**src/rtl/rfmc_pkg.sv**
```systemverilog
// Shared types, constants and CRC32C helpers for the record framer.
package rfmc_pkg;

   localparam int LEN_BITS_DEF = 32;
   localparam int LEN_FIELD_W  = 32;
   localparam int Q_DEPTH      = 4;
   localparam int ROT_R        = 15;

   localparam logic [31:0] CRC_POLY   = 32'h82F63B78;
   localparam logic [31:0] CRC_ONES   = 32'hFFFFFFFF;
   localparam logic [31:0] MASK_DELTA = 32'hA282EAD8;

   typedef struct packed {
      logic                   hdr;
      logic                   empty;
      logic                   last;
      logic [7:0]             pbyte;
      logic [LEN_FIELD_W-1:0] len;
      logic [31:0]            crc;
   } entry_type;

   typedef struct packed {
      logic full;
      logic empty;
   } qstat_type;

   function automatic logic [31:0] crc_byte(input logic [31:0] crc, input logic [7:0] b);
      logic [31:0] c;
      c = crc ^ {24'd0, b};
      for (int k = 0; k < 8; k++) begin
         c = c[0] ? ((c >> 1) ^ CRC_POLY) : (c >> 1);
      end
      return c;
   endfunction

   function automatic logic [31:0] mask_crc(input logic [31:0] raw);
      logic [31:0] c;
      c = ~raw;
      return {c[ROT_R-1:0], c[31:ROT_R]} + MASK_DELTA;
   endfunction

endpackage

```
**src/rtl/record_framer_masked_crc32c_core.sv**
```systemverilog
// Top level of the record framer with masked CRC32C length and data checks.
// A request is held in a queue entry, then the back end's current entry, then the output byte register.
// Throughput: one response byte per cycle from the back-end sequencer while rsp_tready is high; a first
// request of a record yields 13 bytes (16 when empty, 17 for one byte), a later one 1 byte (5 on the last).
// A 4-entry queue lets requests flow in at one per cycle, until it is full, while the back end drains.
// Reset: synchronous, active high; clears record position, queue and output valid.
module record_framer_masked_crc32c_core #(
   parameter int LEN_BITS = rfmc_pkg::LEN_BITS_DEF
) (
   input  logic        clock,
   input  logic        reset,
   input  logic        req_tvalid,
   output logic        req_tready,
   input  logic [39:0] req_tdata,   // [7:0] payload_byte, [39:8] record_length
   output logic        rsp_tvalid,
   input  logic        rsp_tready,
   output logic [7:0]  rsp_tdata,   // [7:0] out_byte
   output logic        rsp_tlast,   // end_of_record
   output logic        rsp_tuser    // [0] end_of_item
);
   import rfmc_pkg::*;

   qstat_type q_stat;
   entry_type q_entry;
   entry_type q_head;
   logic      q_push;
   logic      q_pop;

   rfmc_front #(
      .LEN_BITS (LEN_BITS)
   ) u_front (
      .clock      (clock),
      .reset      (reset),
      .req_tvalid (req_tvalid),
      .req_tready (req_tready),
      .req_tdata  (req_tdata),
      .q_stat     (q_stat),
      .q_push     (q_push),
      .q_entry    (q_entry)
   );

   rfmc_queue u_queue (
      .clock      (clock),
      .reset      (reset),
      .push       (q_push),
      .push_entry (q_entry),
      .pop        (q_pop),
      .head       (q_head),
      .stat       (q_stat)
   );

   rfmc_back u_back (
      .clock      (clock),
      .reset      (reset),
      .q_stat     (q_stat),
      .q_head     (q_head),
      .q_pop      (q_pop),
      .rsp_tvalid (rsp_tvalid),
      .rsp_tready (rsp_tready),
      .rsp_tdata  (rsp_tdata),
      .rsp_tlast  (rsp_tlast),
      .rsp_tuser  (rsp_tuser)
   );

   a_no_push_full: assert property (@(posedge clock) disable iff (reset)
      !(q_push && q_stat.full))
      else $error("queue push while full");

   a_no_pop_empty: assert property (@(posedge clock) disable iff (reset)
      !(q_pop && q_stat.empty))
      else $error("queue pop while empty");

   a_eor_eoi: assert property (@(posedge clock) disable iff (reset)
      (rsp_tvalid && rsp_tlast) |-> rsp_tuser)
      else $error("end of record without end of item");

   a_reset_idle: assert property (@(posedge clock)
      reset |=> (!rsp_tvalid && !q_pop))
      else $error("output active after reset");

endmodule

```
**src/rtl/rfmc_front.sv**
```systemverilog
// Front end: accepts requests, tracks record position and payload CRC, builds queue entries.
module rfmc_front #(
   parameter int LEN_BITS = rfmc_pkg::LEN_BITS_DEF
) (
   input  logic                  clock,
   input  logic                  reset,
   input  logic                  req_tvalid,
   output logic                  req_tready,
   input  logic [39:0]           req_tdata,
   input  rfmc_pkg::qstat_type   q_stat,
   output logic                  q_push,
   output rfmc_pkg::entry_type   q_entry
);
   import rfmc_pkg::*;

   localparam int LenW = (LEN_BITS < LEN_FIELD_W) ? LEN_BITS : LEN_FIELD_W;

   logic            inside_ff, inside_in;
   logic [LenW-1:0] remain_ff, remain_in;
   logic [31:0]     crc_ff, crc_in;
   logic [31:0]     crc_new;
   logic [LenW-1:0] len;
   logic [7:0]      pb;
   logic            accept;
   logic            is_empty;

   assign req_tready = !q_stat.full;
   assign accept     = req_tvalid && req_tready;
   assign q_push     = accept;
   assign pb         = req_tdata[7:0];
   assign len        = req_tdata[8 +: LenW];

   always_comb begin
      crc_new  = crc_byte(inside_ff ? crc_ff : CRC_ONES, pb);
      is_empty = !inside_ff && (len == '0);

      q_entry.hdr   = !inside_ff;
      q_entry.empty = is_empty;
      q_entry.pbyte = pb;
      q_entry.len   = inside_ff ? '0 : LEN_FIELD_W'(len);
      q_entry.last  = inside_ff ? (remain_ff == LenW'(1)) : (is_empty || len == LenW'(1));
      q_entry.crc   = is_empty ? CRC_ONES : crc_new;

      inside_in = inside_ff;
      remain_in = remain_ff;
      crc_in    = crc_ff;
      if (accept) begin
         crc_in = crc_new;
         if (!inside_ff) begin
            inside_in = !is_empty && (len != LenW'(1));
            remain_in = len - LenW'(1);
         end else begin
            inside_in = (remain_ff != LenW'(1));
            remain_in = remain_ff - LenW'(1);
         end
      end
   end

   always_ff @(posedge clock) begin
      if (reset) begin
         inside_ff <= 1'b0;
      end else begin
         inside_ff <= inside_in;
      end
      remain_ff <= remain_in;
      crc_ff    <= crc_in;
   end

endmodule

```
**src/rtl/rfmc_queue.sv**
```systemverilog
// Short entry queue between front and back end.
module rfmc_queue (
   input  logic                  clock,
   input  logic                  reset,
   input  logic                  push,
   input  rfmc_pkg::entry_type   push_entry,
   input  logic                  pop,
   output rfmc_pkg::entry_type   head,
   output rfmc_pkg::qstat_type   stat
);
   import rfmc_pkg::*;

   localparam int PtrW = $clog2(Q_DEPTH);
   localparam int CntW = $clog2(Q_DEPTH + 1);

   entry_type       mem_ff [Q_DEPTH];
   logic [PtrW-1:0] wr_ptr_ff, wr_ptr_in;
   logic [PtrW-1:0] rd_ptr_ff, rd_ptr_in;
   logic [CntW-1:0] count_ff, count_in;

   assign head       = mem_ff[rd_ptr_ff];
   assign stat.full  = (count_ff == CntW'(Q_DEPTH));
   assign stat.empty = (count_ff == '0);

   always_comb begin
      wr_ptr_in = push ? wr_ptr_ff + PtrW'(1) : wr_ptr_ff;
      rd_ptr_in = pop ? rd_ptr_ff + PtrW'(1) : rd_ptr_ff;
      count_in  = count_ff;
      if (push && !pop) begin
         count_in = count_ff + CntW'(1);
      end else if (pop && !push) begin
         count_in = count_ff - CntW'(1);
      end
   end

   always_ff @(posedge clock) begin
      if (reset) begin
         wr_ptr_ff <= '0;
         rd_ptr_ff <= '0;
         count_ff  <= '0;
      end else begin
         wr_ptr_ff <= wr_ptr_in;
         rd_ptr_ff <= rd_ptr_in;
         count_ff  <= count_in;
      end
      if (push) begin
         mem_ff[wr_ptr_ff] <= push_entry;
      end
   end

endmodule

```
**src/rtl/rfmc_back.sv**
```systemverilog
// Back end: byte sequencer that emits length, length CRC, payload and data CRC bytes.
module rfmc_back (
   input  logic                  clock,
   input  logic                  reset,
   input  rfmc_pkg::qstat_type   q_stat,
   input  rfmc_pkg::entry_type   q_head,
   output logic                  q_pop,
   output logic                  rsp_tvalid,
   input  logic                  rsp_tready,
   output logic [7:0]            rsp_tdata,
   output logic                  rsp_tlast,
   output logic                  rsp_tuser
);
   import rfmc_pkg::*;

   localparam logic [4:0] STEP_LEN0  = 5'd0;
   localparam logic [4:0] STEP_LCRC0 = 5'd8;
   localparam logic [4:0] STEP_LCRC3 = 5'd11;
   localparam logic [4:0] STEP_PAY   = 5'd12;
   localparam logic [4:0] STEP_DCRC0 = 5'd13;
   localparam logic [4:0] STEP_END   = 5'd16;

   entry_type   cur_ff, cur_in;
   logic        cur_valid_ff, cur_valid_in;
   logic [4:0]  step_ff, step_in;
   logic [31:0] lcrc_ff, lcrc_in;
   logic        out_valid_ff, out_valid_in;
   logic [7:0]  out_byte_ff, out_byte_in;
   logic        out_eor_ff, out_eor_in;
   logic        out_eoi_ff, out_eoi_in;

   logic        advance;
   logic        done;
   logic        done_now;
   logic [63:0] len64;
   logic [31:0] msk;
   logic [4:0]  dsel;
   logic [4:0]  step_next;
   logic [7:0]  byte_sel;
   logic        eor_sel;
   logic        eoi_sel;

   assign rsp_tvalid = out_valid_ff;
   assign rsp_tdata  = out_byte_ff;
   assign rsp_tlast  = out_eor_ff;
   assign rsp_tuser  = out_eoi_ff;

   always_comb begin
      advance  = cur_valid_ff && (!out_valid_ff || rsp_tready);
      len64    = {{(64 - LEN_FIELD_W){1'b0}}, cur_ff.len};
      msk      = mask_crc((step_ff < STEP_PAY) ? lcrc_ff : cur_ff.crc);
      dsel     = step_ff - STEP_DCRC0;
      byte_sel = '0;
      eor_sel  = 1'b0;
      eoi_sel  = 1'b0;
      done     = 1'b0;
      step_next = step_ff + 5'd1;
      if (step_ff < STEP_LCRC0) begin
         byte_sel = len64[{step_ff[2:0], 3'b000} +: 8];
      end else if (step_ff < STEP_PAY) begin
         byte_sel = msk[{step_ff[1:0], 3'b000} +: 8];
         if (step_ff == STEP_LCRC3 && cur_ff.empty) begin
            step_next = STEP_DCRC0;
         end
      end else if (step_ff == STEP_PAY) begin
         byte_sel = cur_ff.pbyte;
         eoi_sel  = !cur_ff.last;
         done     = !cur_ff.last;
      end else begin
         byte_sel = msk[{dsel[1:0], 3'b000} +: 8];
         eor_sel  = (step_ff == STEP_END);
         eoi_sel  = (step_ff == STEP_END);
         done     = (step_ff == STEP_END);
      end

      done_now = advance && done;
      q_pop    = (!cur_valid_ff || done_now) && !q_stat.empty;

      cur_in       = cur_ff;
      cur_valid_in = cur_valid_ff;
      step_in      = step_ff;
      lcrc_in      = lcrc_ff;
      if (advance) begin
         step_in = step_next;
         if (step_ff < STEP_LCRC0) begin
            lcrc_in = crc_byte(lcrc_ff, byte_sel);
         end
      end
      if (q_pop) begin
         cur_in       = q_head;
         cur_valid_in = 1'b1;
         step_in      = q_head.hdr ? STEP_LEN0 : STEP_PAY;
         lcrc_in      = CRC_ONES;
      end else if (done_now) begin
         cur_valid_in = 1'b0;
      end

      out_valid_in = out_valid_ff;
      out_byte_in  = out_byte_ff;
      out_eor_in   = out_eor_ff;
      out_eoi_in   = out_eoi_ff;
      if (advance) begin
         out_valid_in = 1'b1;
         out_byte_in  = byte_sel;
         out_eor_in   = eor_sel;
         out_eoi_in   = eoi_sel;
      end else if (rsp_tready) begin
         out_valid_in = 1'b0;
      end
   end

   always_ff @(posedge clock) begin
      if (reset) begin
         cur_valid_ff <= 1'b0;
         out_valid_ff <= 1'b0;
      end else begin
         cur_valid_ff <= cur_valid_in;
         out_valid_ff <= out_valid_in;
      end
      cur_ff      <= cur_in;
      step_ff     <= step_in;
      lcrc_ff     <= lcrc_in;
      out_byte_ff <= out_byte_in;
      out_eor_ff  <= out_eor_in;
      out_eoi_ff  <= out_eoi_in;
   end

endmodule

```
**config.mk**
```make
export PLATFORM = sky130hd
export DESIGN_NAME = record_framer_masked_crc32c_core
export DESIGN_NICKNAME = d
export VERILOG_FILES = /design/src/rtl/rfmc_pkg.sv /design/src/rtl/record_framer_masked_crc32c_core.sv /design/src/rtl/rfmc_front.sv /design/src/rtl/rfmc_queue.sv /design/src/rtl/rfmc_back.sv
export SDC_FILE = /design/constraint.sdc
export NUM_CORES = 1
export LEC_CHECK = 0
export BUFFER_PORTS_ARGS = -buffer_cell sky130_fd_sc_hd__clkbuf_2
export CORE_UTILIZATION = 65
export CTS_CLUSTER_SIZE = 28
export DETAILED_ROUTE_END_ITERATION = 10
export PLACE_DENSITY = 0.82
export SLEW_MARGIN = 10
export SYNTH_ARGS = -nofsm -noshare
export SYNTH_HDL_FRONTEND = slang
export SYNTH_SLANG_ARGS = --single-unit
```
**constraint.sdc**
```tcl
create_clock -name clock -period 9.8 [get_ports clock]
set_clock_uncertainty 0.05 [all_clocks]
set_input_delay 0.98 -clock clock [delete_from_list [all_inputs] [get_ports clock]]
set_output_delay 0.98 -clock clock [all_outputs]
set_load 0.02 [all_outputs]
```
Word-level counts from Yosys, hierarchy flattened
Memories as Yosys holds them, arrays and structs flattened. A register that Yosys moved wholly into a read port is not among the register bits.
Index checks and enable logic that the tools add are counted.
- output and inout bits: 12
- latch bits: 0
- input port bits: 44
- memories: 1
- bits in writable memories: 300
- memory bits (read-only): 0
- register bits: 195
- memories (name ; words ; bits a word ; rd ports ; clocked after Yosys merged registers in ; write ports ; RTL line ; RTL):
    u_queue.mem_ff ; 4 ; 75 ; 1 ; 1 ; 1 ; rfmc_queue.sv:16 ; entry_type mem_ff [Q_DEPTH];
- add/subtract/negate cells: 9
- multiplexer cells: 45
- equal/unequal tests: 8
- reduce and logical (&&, ||, !) cells: 29
- shifts and indexed selects: 3
- $mul: 0
- divide/modulo/power cells: 0
- magnitude comparators: 2
- bitwise gates (word level): 19
- operators by type and width (operator ; count):
    $mux W32 ; 21
    $not A16 Y17 ; 16
    $eq A32 B1 Y1 const B ; 2
    $ne A32 B1 Y1 const B ; 2
    $shiftx A32 B6 Y8 ; 2
    $shiftx A64 B7 Y8 ; 1
    $sub A32 B1 Y32 const B ; 2
    $xor A32 B8 Y32 ; 2
    $add A32 B32 Y32 const B ; 1
    $logic_not A32 Y1 ; 1
    $not A32 Y32 ; 1
    $mux W5 ; 5
    $mux W8 ; 3
    $mux W1 ; 11
    $eq A5 B4 Y1 const B ; 2
    $lt A5 B4 Y1 const B ; 2
    $logic_and A1 B1 Y1 ; 9
    $logic_not A1 Y1 ; 9
    $reduce_bool A2 Y1 ; 4
    $mux W3 ; 2
    $add A5 B1 Y5 const B ; 1
    $eq A5 B5 Y1 const B ; 1
    $add A2 B1 Y2 const B ; 2
    $mux W2 ; 2
    9 further kinds ; 11

Logic depth before layout (Yosys ltp)
Gate-level depths: netlist (run 1).
- depth in word-level cells: 25
- depth in mapped cells: 23
- depth with buffers taken out: 17

Modules after synthesis
Synthesis (run 1) repeated with hierarchy kept, for this count alone.
- cells, all modules: 1805
- area total of the unflattened synthesis: 25045.3 um2
- modules (own cells, without submodules) (module ; times used ; area an instance (um2) ; cells each):
    rfmc_queue ; 1 ; 11247.0 ; 435
    rfmc_back ; 1 ; 8584.5 ; 843
    rfmc_front ; 1 ; 5213.8 ; 527

Worst setup path before layout (run 1)
No wires, ideal clock.
- path type: reg2reg
- start: register u_back.step_ff[0]
- end: register u_back.cur_ff[0] in the netlist's numbering, enable pin
- buffers on the path: 4
- slack: 4.906 ns
- stages on the path, launching flop included: 12
- arrival: 4.377 ns
- cell sequence: edfxtp_1 > buf_2 > inv_1 > clkbuf_1 > ha_1 > nand4b_1 > o21bai_1 > nand2_1 > a21o_1 > clkbuf_1 > clkinv_1 > clkbuf_1
- word-level cells in the longest chain between the ends: 7
- elaborated cells on any way between the ends: 10
- classes of those cells: order compare (2); eq/ne (2); mux (3); reduce/logical (3)
- RTL lines (what ; RTL line ; RTL):
    start: declaration ; rfmc_back.sv:25 ; logic [4:0] step_ff, step_in;
    start signal: assignment ; rfmc_back.sv:121 ; step_ff <= step_in;
    branches (longest 3 deep; another with $lt A5 B4 Y1) ; n/a ;
    $mux W1 * ; n/a ;
    net u_back.done ; rfmc_back.sv:33 ; logic done;
    $logic_and A1 B1 Y1 * ; rfmc_back.sv:76 ; done_now = advance && done;
    $logic_or A1 B1 Y1 * ; rfmc_back.sv:77 ; q_pop = (!cur_valid_ff || done_now) && !q_stat.empty;
    $logic_and A1 B1 Y1 * ; rfmc_back.sv:77 ;
    net q_pop ; record_framer_masked_crc32c_core.sv:27 ; logic q_pop;
    end signal: assignment ; rfmc_back.sv:120 ; cur_ff <= cur_in;
    end: declaration ; rfmc_back.sv:23 ; entry_type cur_ff, cur_in;
Mark *: on every way through the listed nets, which the timed path passes.
A chain may end at the register's enable or synchronous reset.

Worst setup path in the final report (run 1)
- start: register u_back.step_ff[3]
- end: register u_back.lcrc_ff[6]
- elaborated cells on any way between the ends: 35
- classes of those cells: add/sub (1); order compare (2); eq/ne (2); shift (2); mux (15); bitwise (9); reduce/logical (4)
- RTL lines (what ; RTL line ; RTL):
    $lt A5 B4 Y1 ; rfmc_back.sv:51, rfmc_back.sv:60 ;
    $mux W32 ; rfmc_back.sv:51 ; msk = mask_crc((step_ff < STEP_PAY) ? lcrc_ff : cur_ff.crc);
    $not A32 Y32 ; rfmc_pkg.sv:38 ; c = ~raw;
    $add A32 B32 Y32 ; rfmc_pkg.sv:39 ; return {c[ROT_R-1:0], c[31:ROT_R]} + MASK_DELTA;
    $shiftx A32 B6 Y8 ; rfmc_back.sv:70 ; byte_sel = msk[{dsel[1:0], 3'b000} +: 8];
    $mux W8 ; rfmc_back.sv:65 ; end else if (step_ff == STEP_PAY) begin
    $mux W8 ; rfmc_back.sv:60 ; end else if (step_ff < STEP_PAY) begin
    $mux W8 * ; rfmc_back.sv:58 ; if (step_ff < STEP_LCRC0) begin
    net u_back.byte_sel[2] ; rfmc_back.sv:39 ; logic [7:0] byte_sel;
    $xor A32 B8 Y32 * ; rfmc_pkg.sv:29 ; c = crc ^ {24'd0, b};
    $mux W32 * (4 in series) ; rfmc_pkg.sv:31 ; c = c[0] ? ((c >> 1) ^ CRC_POLY) : (c >> 1);
    $not A16 Y17 (no source line) ; n/a ;
    $mux W32 * ; rfmc_pkg.sv:31 ;
    $not A16 Y17 (no source line) ; n/a ;
    $mux W32 * (2 in series) ; rfmc_pkg.sv:31 ;
    $not A16 Y17 (no source line) ; n/a ;
    $mux W32 * ; rfmc_pkg.sv:31 ;
    end signal: assignment ; rfmc_back.sv:122 ; lcrc_ff <= lcrc_in;
    end: declaration ; rfmc_back.sv:26 ; logic [31:0] lcrc_ff, lcrc_in;
The timed path passes the listed nets; every way through them passes the cells marked *.

==> flow_summary_export.csv, run 1 <==
group,metric,value,unit
sta,relSlewSlack,12.79,%
clock_network,numCtsBuffers,50,
global_route,grt_pass1_vias,14810,
worst_hold_path,worstHoldPathType,"reg -> reg",
flow_run,max_cap_violations,0,
sta,min_period,5.369,ns
drt,first_pass_iters,6,
synth,ys_seq_elements,497,
synth,synthDistinctLibCells,89,
clock_network,clockRootBuffer,"clkbuf_16",
floorplan,start_util,65.82,%
synth,ys_warn_count,0,
synth,synth_area_leaders,"edfxtp_1 (57%), mux4_2 (7.8%), xnor2_1 (5.8%), dfxtp_1 (3.7%), xor2_1 (2.5%)",
placed_design,dpl.hpwl,38750,um
synth,avgSynthCellArea,14.01,um^2
clock_network,clk_latency,0.59,ns
layout,nFillCells,2267,
sta,whs,0.4235,ns
run_status,outcome,"finished, final reports clean",
layout,diodes,0,
layout,syn_to_final_growth,9.551,%
drt,vias,15120,
critical_path,arrival,5.85,ns
global_route,grt.overflow.total,0,
synth,ys_async_sr_fraction,0,%
clock_network,cts_hold_buffers,0,
critical_path,start_kind,"flop",
sta,hold_viol,0,
clock_network,path_clk_slew,0.06,ns
global_route,grt_start_max_net_pins,87,
layout,fin_nets,1818,
floorplan,ioPinCount,56,
drt,viasPerCell,6.671,
synth,synth_edf_count,453,
sta,rsz0062_at_grt,"false",
sta,fin_setup_tns,0,ns
clock_network,cts.sinks,497,
synth,ys.flop_type,"edfxtp_1",
sta,setup_viol,0,
critical_path,cpPeakStageDelay,0.74,ns
drt,drtIter0Drc,1979,
drt,final_antenna_net_count,0,
clock_network,cts-resized-gates,0,
critical_path,cp_cell_sequence,"a21o_2, buf_4, mux2_2, o21ai_0, or2_1, or4_1, o211ai_1, o211ai_2, xor2_4, xnor3_1, xor2_1, or3_1, nand3_1",
drt,route.detailed.wl_per_inst,26.10,um
drt,drc_errors,0,
critical_path,cp_slowest_cell,"edfxtp_1",
synth,synth_top_area_cell,"edfxtp_1",
floorplan,row_count,70,
placed_design,place_area,24700,um^2
layout,multi_input_area,9134,um^2
sta,slew_violations,0,
floorplan,dieArea,37760,um^2
synth,syn-num-nets,1773,
critical_path,worst-path-buf-inv,1,
floorplan,die_h,194.3,um
critical_path,crit_path_end_kind,"flop",
global_route,antenna_found_initial,1,
critical_path,crit_type,"reg -> reg",
clock_network,cts_tree,"built",
clock_network,postCtsSetupRepairBufs,0,
clock_network,h-tree-depth,2,
layout,regArea,14500,um^2
sta,fin_crit_sh,54.78,%
global_route,grt_usage,32.07,%
floorplan,core,36520,um^2
layout,finalInstanceArea,26340,um^2
placed_design,gp_congestion,0.9918,
drt,routed_wl,59150,um
synth,yosysSeqAreaShare,60.25,%
layout,drive_above_1_share,15.91,%
placed_design,io_buffers,55,
synth,syn_inst,1716,
floorplan,dieWidth,194.3,um
synth,synth_top_area_share,56.59,%
sta,timing.fmax,186.3,MHz
critical_path,crit_required,10.28,ns
global_route,grt_pass1_wl,90020,um
clock_network,cts_buffer_depth,3,
synth,synthesis.area,24040,um^2
critical_path,cp_top_family,"simple AND/OR/NAND/NOR gates",
sta,tightest_slew,1.299,ns
critical_path,worstPathMaxFanout,46,
## area by class of cell
class | instances | share of cell area [%]
Tap cell | 468 | 2.223
Clock inverter | 24 | 1.012
Multi-Input combinational cell | 1115 | 34.68
Clock buffer | 65 | 5.164
Timing Repair Buffer | 71 | 1.501
Inverter | 26 | 0.3753
Sequential cell | 497 | 55.04
## layout by cell type, fill, tap and decap left out, types with 52 or more instances in the layout
master and instances:
nand2_1 133, clkbuf_16 52, edfxtp_1 453, clkbuf_2 55, nor2_1 95, xnor2_1 158
mux4_2 83, xor2_1 68, nor3_1 52
## through the flow
step	cells	setup slack (ns)	util (%)
CTS	2266	4.498	72.09
global route	2266	4.121	72.11
global placement	2177	4.604	67.64
floorplan	1716	4.906	-
finish	2266	4.431	72.11
detailed placement	2177	4.543	67.64
## layer usage
| layer | share of wire, % | up-vias | global-route usage (%) |
|---|---|---|---|
| met3 | 9.8 | 142 | 5.830 |
| met1 | 40 | 7500 | 45.41 |
| met4 | 3.8 | 0 | 12.55 |
| met5 | 0 | - | 0 |
| met2 | 47 | 903 | 50.00 |
| li1 | - | 6572 | - |
## kinds of logic (layout without fill, tap and decap cells)
family,after synthesis,in the layout,synth area share (%)
simple gates,499,499,10.41
fa+ha+maj,13,13,0.7078
mux,124,124,9.572
buf+inv,104,186,1.889
xor+xnor,247,247,10.22
compound gates,232,232,6.954
flops,497,497,60.25
## synthesized netlist by cell type (12+ instances only)
master,count
nand2b_1,50
nand3_1,27
ha_1,12
inv_1,24
mux2i_1,31
xnor2_1,158
o21ai_0,41
mux4_2,83
nand2_1,133
clkbuf_1,52
xor2_1,68
dfxtp_1,44
edfxtp_1,453
a21oi_1,50
nor2_1,95
nor2b_1,37
nor4_1,28
nor3_1,53
and3_1,15
o211ai_1,21
## sequential cells by signal, summed over array words and instances, names as in the netlist, named ones only
signal	flops
u_back.rsp_tlast	1
u_back.rsp_tdata	8
u_queue.rd_ptr_ff	2
u_front.remain_ff	32
u_queue.count_ff	3
u_queue.wr_ptr_ff	2
u_back.step_ff	5
u_back.cur_valid_ff	1
u_front.inside_ff	1
u_back.rsp_tuser	1
u_back.cur_ff	74
u_queue.mem_ff	300
u_back.rsp_tvalid	1
u_back.lcrc_ff	32
u_front.crc_ff	32
## worst min-delay path, delay by kind of cell (launching register included)
family                 cells  cell delay, ns
DFF                        1            0.33
AOI/OAI and AO/OA          1            0.05
buffers and inverters      1            0.05
## path summary, 6_finish.rpt
check,depth (start not counted),endpoint,slack [ns],startpoint
worst max-delay path,13,u_back.lcrc_ff[6]$_SDFFE_PP1P_,4.43,u_back.step_ff[3]$_DFFE_PP_
worst min-delay path,2,u_back.rsp_tvalid$_SDFFE_PP0P_,0.42,u_back.cur_valid_ff$_SDFFE_PP0P_
worst max register to register,13,u_back.lcrc_ff[6]$_SDFFE_PP1P_,4.43,u_back.step_ff[3]$_DFFE_PP_
worst min register to register,2,u_back.rsp_tvalid$_SDFFE_PP0P_,0.42,u_back.cur_valid_ff$_SDFFE_PP0P_
Power of run 1 is left out: the tool's default activity adds up to more than one toggle a clock period on the data nets, which glitch-free logic cannot reach.
==> run 2, diff against run 1 <==
--- a/config.mk
+++ b/config.mk
@@ -6,10 +6,10 @@
 export NUM_CORES = 1
 export LEC_CHECK = 0
 export BUFFER_PORTS_ARGS = -buffer_cell sky130_fd_sc_hd__clkbuf_2
-export CORE_UTILIZATION = 65
+export CORE_UTILIZATION = 63
 export CTS_CLUSTER_SIZE = 28
 export DETAILED_ROUTE_END_ITERATION = 10
-export PLACE_DENSITY = 0.82
+export PLACE_DENSITY = 0.8
 export SLEW_MARGIN = 10
 export SYNTH_ARGS = -nofsm -noshare
 export SYNTH_HDL_FRONTEND = slang
==> constraint.sdc (replaced) <==
create_clock -name clock -period 5.2 [get_ports clock]
set_clock_uncertainty 0.05 [all_clocks]
set_input_delay 0.52 -clock clock [delete_from_list [all_inputs] [get_ports clock]]
set_output_delay 0.52 -clock clock [all_outputs]
set_load 0.02 [all_outputs]
==> run 2 against run 1 <==
  * Global-route usage is 0.22 points lower
  * Final cell count grew 3.1%
  * Utilization fell by 1.5 points
  * Register-to-register slack got worse by 4.1 ns
  * Worst hold slack got worse by 0.26 ns
  * Critical path depth grew 3
  * Critical path type unchanged
  * Setup slack lost 4.1 ns
  * Routed wire length rose by 2.0%
==> flow_summary_export.csv, run 2 (synthesis results as in run 1) <==
group,metric,value,unit
clock_network,cts-resized-gates,0,
clock_network,cts_buffer_depth,3,
clock_network,cts_tree,"built",
sta,setup_viol,0,
layout,top_register,"u_queue.mem_ff",
critical_path,crit_type,"reg -> reg",
floorplan,die_h,197.3,um
critical_path,cp_cell_sequence,"a21o_2, nand2_1, nand2_1, ha_1, o211ai_1, a211oi_1, o311ai_1, a21oi_2, a221oi_1, a221o_1, o211ai_2, xor2_4, xnor3_1, xnor2_1, xor2_1, a21oi_1",
clock_network,numCtsBuffers,50,
critical_path,cp_slowest_cell,"o311ai_1",
placed_design,place_area,24960,um^2
critical_path,cp_top_family,"compound AO/OA/AOI/OAI gates",
layout,nFillCells,2413,
clock_network,path_clk_slew,0.06,ns
sta,slew_violations,0,
layout,largest_reg_flops,300,
critical_path,worst-path-buf-inv,0,
sta,fin_setup_tns,0,ns
sta,hold_viol,0,
drt,vias,15170,
critical_path,crit_path_end_kind,"flop",
clock_network,cts.sinks,497,
critical_path,crit_cells,16,
sta,min_period,4.823,ns
placed_design,io_buffers,55,
layout,final_common_cell,"edfxtp_1",
layout,drive_above_1_share,16.93,%
sta,tightest_slew,1.069,ns
layout,reg.largest.list,"u_queue.mem_ff (300), u_back.cur_ff (74)",
critical_path,crit_start,"u_back.step_ff[2]$_DFFE_PP_",
flow_run,max_cap_violations,0,
critical_path,r2r_end,"u_back.lcrc_ff[0]$_SDFFE_PP1P_",
drt,first_pass_iters,5,
clock_network,clockRootBuffer,"clkbuf_16",
critical_path,arrival,5.21,ns
drt,drc_errors,0,
global_route,grt_pass1_vias,15050,
critical_path,r2r-start,"u_back.step_ff[2]$_DFFE_PP_",
critical_path,start_kind,"flop",
global_route,grt_usage,31.84,%
layout,diodes,0,
layout,final_cell_mix,"edfxtp_1 (453), xnor2_1 (158), nand2_1 (133), nor2_1 (95), mux4_2 (83)",
clock_network,postCtsSetupRepairBufs,0,
sta,timing.fmax,207.3,MHz
floorplan,ioPinCount,56,
floorplan,row_count,71,
clock_network,h-tree-depth,2,
clock_network,cts_hold_buffers,0,
sta,relSlewSlack,28.05,%
run_status,outcome,"finished, final reports clean",
drt,viasPerCell,6.492,
critical_path,worstPathMaxFanout,6,
floorplan,dieWidth,197.3,um
layout,syn_to_final_growth,10.43,%
floorplan,dieArea,38940,um^2
global_route,grt_pass1_wl,91060,um
global_route,grt_start_max_net_pins,69,
sta,rsz0062_at_grt,"false",
clock_network,clk_latency,0.59,ns
critical_path,r2r_cells,16,
global_route,grt.overflow.total,0,
sta,fin_crit_sh,92.76,%
worst_hold_path,worstHoldPathType,"in -> reg",
drt,final_antenna_net_count,0,
critical_path,crit_top_cell,"nand2_1",
global_route,antenna_found_initial,2,
placed_design,gp_congestion,1.051,
critical_path,r2r_slack,0.38,ns
drt,route.detailed.wl_per_inst,25.82,um
drt,routed_wl,60310,um
drt,drtIter0Drc,1567,
layout,fin_nets,1841,
placed_design,dpl.hpwl,40830,um
floorplan,core,37580,um^2
critical_path,critPathCapture,"u_back.lcrc_ff[0]$_SDFFE_PP1P_",
floorplan,start_util,63.97,%
critical_path,crit_required,5.59,ns
layout,finalInstanceArea,26550,um^2
critical_path,cpPeakStageDelay,0.51,ns
[run 2: worst min path at each step]
stage,from,end,slack (ns),depth (start not counted)
after floorplan,u_back.cur_valid_ff$_SDFFE_PP0P_,u_back.cur_valid_ff$_SDFFE_PP0P_,0.40,2
after global placement,u_back.cur_valid_ff$_SDFFE_PP0P_,u_back.rsp_tvalid$_SDFFE_PP0P_,0.41,2
after detailed placement,u_back.cur_valid_ff$_SDFFE_PP0P_,u_back.rsp_tvalid$_SDFFE_PP0P_,0.44,2
after CTS,req_tdata[7],u_queue.mem_ff[1][71]$_DFFE_PP_,0.14,1
after global routing,req_tdata[5],u_queue.mem_ff[2][69]$_DFFE_PP_,0.16,1
final,req_tdata[7],u_queue.mem_ff[1][71]$_DFFE_PP_,0.16,1
[run 2: per-stage QoR]
stage | hold slack, ns | cells | worst slack, ns | utilization [%]
final | 0.1607 | 2336 | 0.3766 | 70.64
after floorplan | 0.4026 | 1716 | 0.3055 | -
after CTS | 0.1359 | 2336 | 0.5168 | 70.64
after global placement | 0.4145 | 2243 | 0.7052 | 66.41
after detailed placement | 0.4355 | 2243 | 0.5718 | 66.41
after global routing | 0.1579 | 2336 | 0.09258 | 70.64
[run 2: cell type report]
type / count / area (um^2) / area share, %
sequential: 497 / 14500 / 54.61
multi-input combinational: 1115 / 9129 / 34.39
clock buffer: 67 / 1358 / 5.114
tap: 511 / 639.4 / 2.409
timing repair buffer: 94 / 593.1 / 2.234
clock inverter: 26 / 232.7 / 0.8767
inverter: 26 / 98.84 / 0.3724
[run 2: metal layers]
metal / GRT usage, % / part of all wire, % / vias to the layer above
met1: 44.27 / 41 / 7630
met2: 51.84 / 48 / 742
met5: 0 / 0.017 / -
met3: 4.866 / 7.6 / 141
met4: 10.68 / 3.2 / 2
li1: - / - / 6650
Power of run 2 is left out for the same reason.
